$ cat config.mk
export PLATFORM = sky130hd
export DESIGN_NAME = rma_ram
export DESIGN_NICKNAME = d
export VERILOG_FILES = /design/src/sv/rma_ram.sv
export SDC_FILE = /design/constraint.sdc
export NUM_CORES = 1
export LEC_CHECK = 0
export BUFFER_PORTS_ARGS = -buffer_cell sky130_fd_sc_hd__buf_2
export CAP_MARGIN = 0
export CORE_MARGIN = 3
export CORE_UTILIZATION = 54
export DETAILED_ROUTE_END_ITERATION = 10
export MAX_ROUTING_LAYER = met4
export PLACE_DENSITY = 0.8
export SETUP_SLACK_MARGIN = 0.02
export SLEW_MARGIN = 20
export SYNTH_ARGS = -nofsm -noshare
export SYNTH_HDL_FRONTEND = slang
export SYNTH_SLANG_ARGS = --single-unit
$ cat constraint.sdc
create_clock -name clk -period 1.9 [get_ports clk]
set_input_delay 0.38 -clock clk [delete_from_list [all_inputs] [get_ports clk]]
set_output_delay 0.38 -clock clk [all_outputs]
set_load 0.05 [all_outputs]
$ cat src/sv/rma_ram.sv
// Generic single-write, single-read RAM with registered read data.
module rma_ram #(
  parameter int WIDTH = 8,
  parameter int DEPTH = 16
) (
  input  logic                                 clk,
  input  logic                                 we,
  input  logic [(DEPTH > 1 ? $clog2(DEPTH) : 1)-1:0] waddr,
  input  logic [WIDTH-1:0]                     wdata,
  input  logic                                 re,
  input  logic [(DEPTH > 1 ? $clog2(DEPTH) : 1)-1:0] raddr,
  output logic [WIDTH-1:0]                     rdata
);

  logic [WIDTH-1:0] mem [DEPTH];

  always_ff @(posedge clk) begin
    if (we) begin
      mem[waddr] <= wdata;
    end
    if (re) begin
      rdata <= mem[raddr];
    end
  end

endmodule

Word level (Yosys, flattened, before mapping) --
Memories as Yosys holds them, arrays and structs flattened. A register that Yosys moved wholly into a read port is not among the register bits. Cells that the tools add are included.
Operators by class: multiplexer cells 2
Operators by type and width (count):
- $mux W1 | 2
Storage, ports and cells: memory bits (writable) 128, output and inout bits 8, register bits after elaboration 0, memories kept 1
Memories:
- mem | depth 16, bits a word 8, rd ports 1, clocked after Yosys merged registers in 1, write ports 1, line 15 | logic [WIDTH-1:0] mem [DEPTH];

Depth between registers and ports, before layout --
depth in word-level cells 2, mapped depth 5, gate-level depth less buffers 3

Least setup slack after synthesis --
No wires, ideal clock.
path type input to register, from input waddr[2] in the netlist's numbering, to memory mem[0][0], enable pin, stages 2, setup time 0.383 ns, data arrival time 1.490 ns, slack 0.027 ns, data required time 1.517 ns, cell sequence or3b_2 -> nor3_1
RTL lines:
- start: declaration | line 8 | input logic [(DEPTH > 1 ? $clog2(DEPTH) : 1)-1:0] waddr,
- end: declaration | line 15
No word-level cell before the write port.

Final worst setup path --
from register rdata[7] (read register of mem), to output rdata[7]
RTL lines:
- start: declaration | line 12 | output logic [WIDTH-1:0] rdata
No word-level cell between the ends.

==> summary.txt <==
Die
  • Die X: 104 um
  • Die Area: 10,900 um^2
  • I/O pin total: 27
  • Core area: about 9300 um^2
  • # rows: 35
  • DIE HEIGHT: 104 um
  • Initial Util: between 50% and 60%

STA
  • Final max-slew violation count: 0
  • Final hold violations: 0
  • Final period utilization: 80.4%
  • Worst Max-Slew Pin Slew: between 0.3 and 0.4 ns
  • Clk_skew: 0.0157 ns
  • Setup TNS after final layout: 0 ns
  • Final Setup Violations: 0
  • Minimum clock period: 1.53 ns
  • Max Freq: 654 MHz
  • RSZ-0062 raised after global routing: false
  • Relative slew slack: 76.1%

Power
  • Max VDD drop: 645 uV
  • P_leak: 2.10 nW
  • Total chip power: around 6.8 mW
  • Power per Cell Area: roughly 1100 nW/um^2

Hold path
  • WHS Endpoint: rdata[1]
  • Min-delay src: re
  • Hold/Removal Path Class: input port to register
  • Min-Delay Path Depth: 1

Routing
  • DRT antenna net count: 0
  • DRC viols: 0
  • Vias: 2,518
  • Drt pass-1 iters: 5
  • Per-cell routed wire length: approximately 23 um
  • Vias per cell: 5.86
  • Final WL: 9870 um
  • Initial drt markers: 218

Status
  • Status: finished, final reports clean

Clock network
  • Hold buffers post-CTS: 0
  • CTS buffer count: 17
  • Clock-pin slew on the worst setup and hold paths: roughly 0.060 ns
  • TritonCTS clock tree: built
  • Clock latency on the worst-skew pair: around 0.52 ns
  • Clock Sink Count: 136
  • # Post-CTS Setup Buffers: 0
  • # resized after CTS: 0
  • CTS Root Cell: clkbuf_8
  • Worst-case clock buffer depth: 2
  • H-tree lvl count: 4

Setup path
  • CP Capture Type: output port
  • Worst Setup SP: rdata[7]
  • Critical path data required time: 1.52 ns
  • Reg-to-Reg End: rdata[4]
  • CP Max Fanout: 1
  • CP max stage cell: edfxtp_1
  • Crit path kind: register to output port
  • CP Launch Type: register
  • RR Startpoint: mem[3][4]
  • Critical Path Stages: 1
  • CP cell instances: buf_2
  • FF-to-FF setup slack: 0.38 ns
  • Max stage delay on crit path: ~0.4 ns
  • CP Buf/Inv Count: 1
  • Reg2Reg Depth: 3
  • Critical path's top delay family: flip-flops
  • CP arrival: 1.15 ns

Global route
  • Initial antenna violation count: 0
  • Total gr overflow: 0
  • First-pass GRT wire length: 15,500 um
  • GR Util All Layers: 20.4%
  • Number of global-route vias before repair: 2,647
  • Largest net degree at the start of global routing: 33

Final layout
  • Util after Layout: 66.4%
  • Diode count: 0
  • Share of cells above drive strength 1: 32.6%
  • Nets: 307
  • Final cell count without fillers: 430
  • Design area: 6190 um^2
  • Area Overhead vs Synth: 18.4%
  • Fillcell total: roughly 590

Place
  • Cell area after placement: 5640 um^2
  • Routability cong.: 0.803
  • Placed cells: 398
  • I/O Buffers: 26
  • Hpwl dp: 6200 um

Synthesis
  • Syn Area/Cell: around 23 um^2
  • Synth unique cells: 18
  • Synthesized Nets: 248
  • Register area share after synthesis: 78.1%
  • Yosys reg bits: 136
  • Syn. warnings: 0
  • Mapped cell area: 5230 um^2
  • Post-Syn Instances: 229

Run
  • Max-Cap Viols: 0
## cells by family (layout without fill, tap and decap cells)
logic type             count (synthesis)  in the layout  synth area share (%)
AO/OA/AOI/OAI                         16             16                  2.30
buffers and inverters                 10             82                  1.65
flip-flops                           136            136                  78.1
multiplexers                          32             32                  14.8
AND/OR/NAND/NOR                       35             35                  3.14
## how the worst max path moves through the flow
stage / end / slack, ns
3_3_place_gp: rdata[0] / -0.02
5_1_grt: rdata[4] / 0.32
4_1_cts: rdata[7] / 0.34
6_report: rdata[7] / 0.37
3_5_place_dp: rdata[0] / -0.04
2_1_floorplan: mem[0][0] / 0.03
## synth_stat cells
| master | instances | area share (%) |
|---|---|---|
| nand3b_1 | 2 | 0.29 |
| and2_1 | 1 | 0.12 |
| nand3_1 | 1 | 0.096 |
| nand2_1 | 9 | 0.65 |
| nor3_1 | 4 | 0.38 |
| or3b_2 | 1 | 0.17 |
| mux4_1 | 14 | 7.0 |
| buf_2 | 3 | 0.29 |
| a22oi_1 | 16 | 2.3 |
| buf_6 | 3 | 0.65 |
| nor2_1 | 13 | 0.93 |
| nor2b_1 | 1 | 0.12 |
| edfxtp_1 | 136 | 78 |
| mux4_2 | 18 | 7.8 |
| buf_4 | 1 | 0.14 |
| clkdlybuf4s25_2 | 3 | 0.57 |
| nand2b_1 | 2 | 0.24 |
| and2b_1 | 1 | 0.14 |
## state kept, by name, summed over array words and instances (netlist names)
register  flops
mem         128
rdata         8
## layout by cell type, fill, tap and decap left out, drive strengths merged, types with 2 or more instances in the layout
master      n
nand2       9
clkinvlp    5
a22oi      16
nor3        4
clkbuf     19
bufinv      2
edfxtp    136
nor2       13
nand3b      2
clkinv      5
nand2b      2
mux4       32
buf        50
## per-layer routing
metal,vias to the layer above,wire length (um),global-route usage [%]
met3,16,692,6.64
met2,114,4970,30.2
met1,1289,3970,26.6
met5,-,0,-
li1,1099,-,-
met4,0,240,8.36
## through the flow
stage	worst slack (ns)	hold slack, ns
6_report	0.371	0.225
5_1_grt	0.323	0.214
4_1_cts	0.343	0.206
3_5_place_dp	-0.0397	0.732
3_3_place_gp	-0.0220	0.722
2_1_floorplan	0.0271	0.479
## power breakdown
group | internal, mW | switching [mW]
registers | 3.38 | 0.0170
logic | 0.138 | 0.224
clock network | 1.85 | 1.18
total | 5.37 | 1.42
## cell type report
type	instances	area [um^2]	area share [%]
Clock inverter	13	130	2.10
Timing Repair Buffer	50	335	5.42
Tap cell	129	161	2.61
Sequential cell	136	4080	66.0
Clock buffer	19	422	6.81
Multi-Input combinational cell	83	1060	17.1
Note: power is estimated with default switching activity, not from simulation.
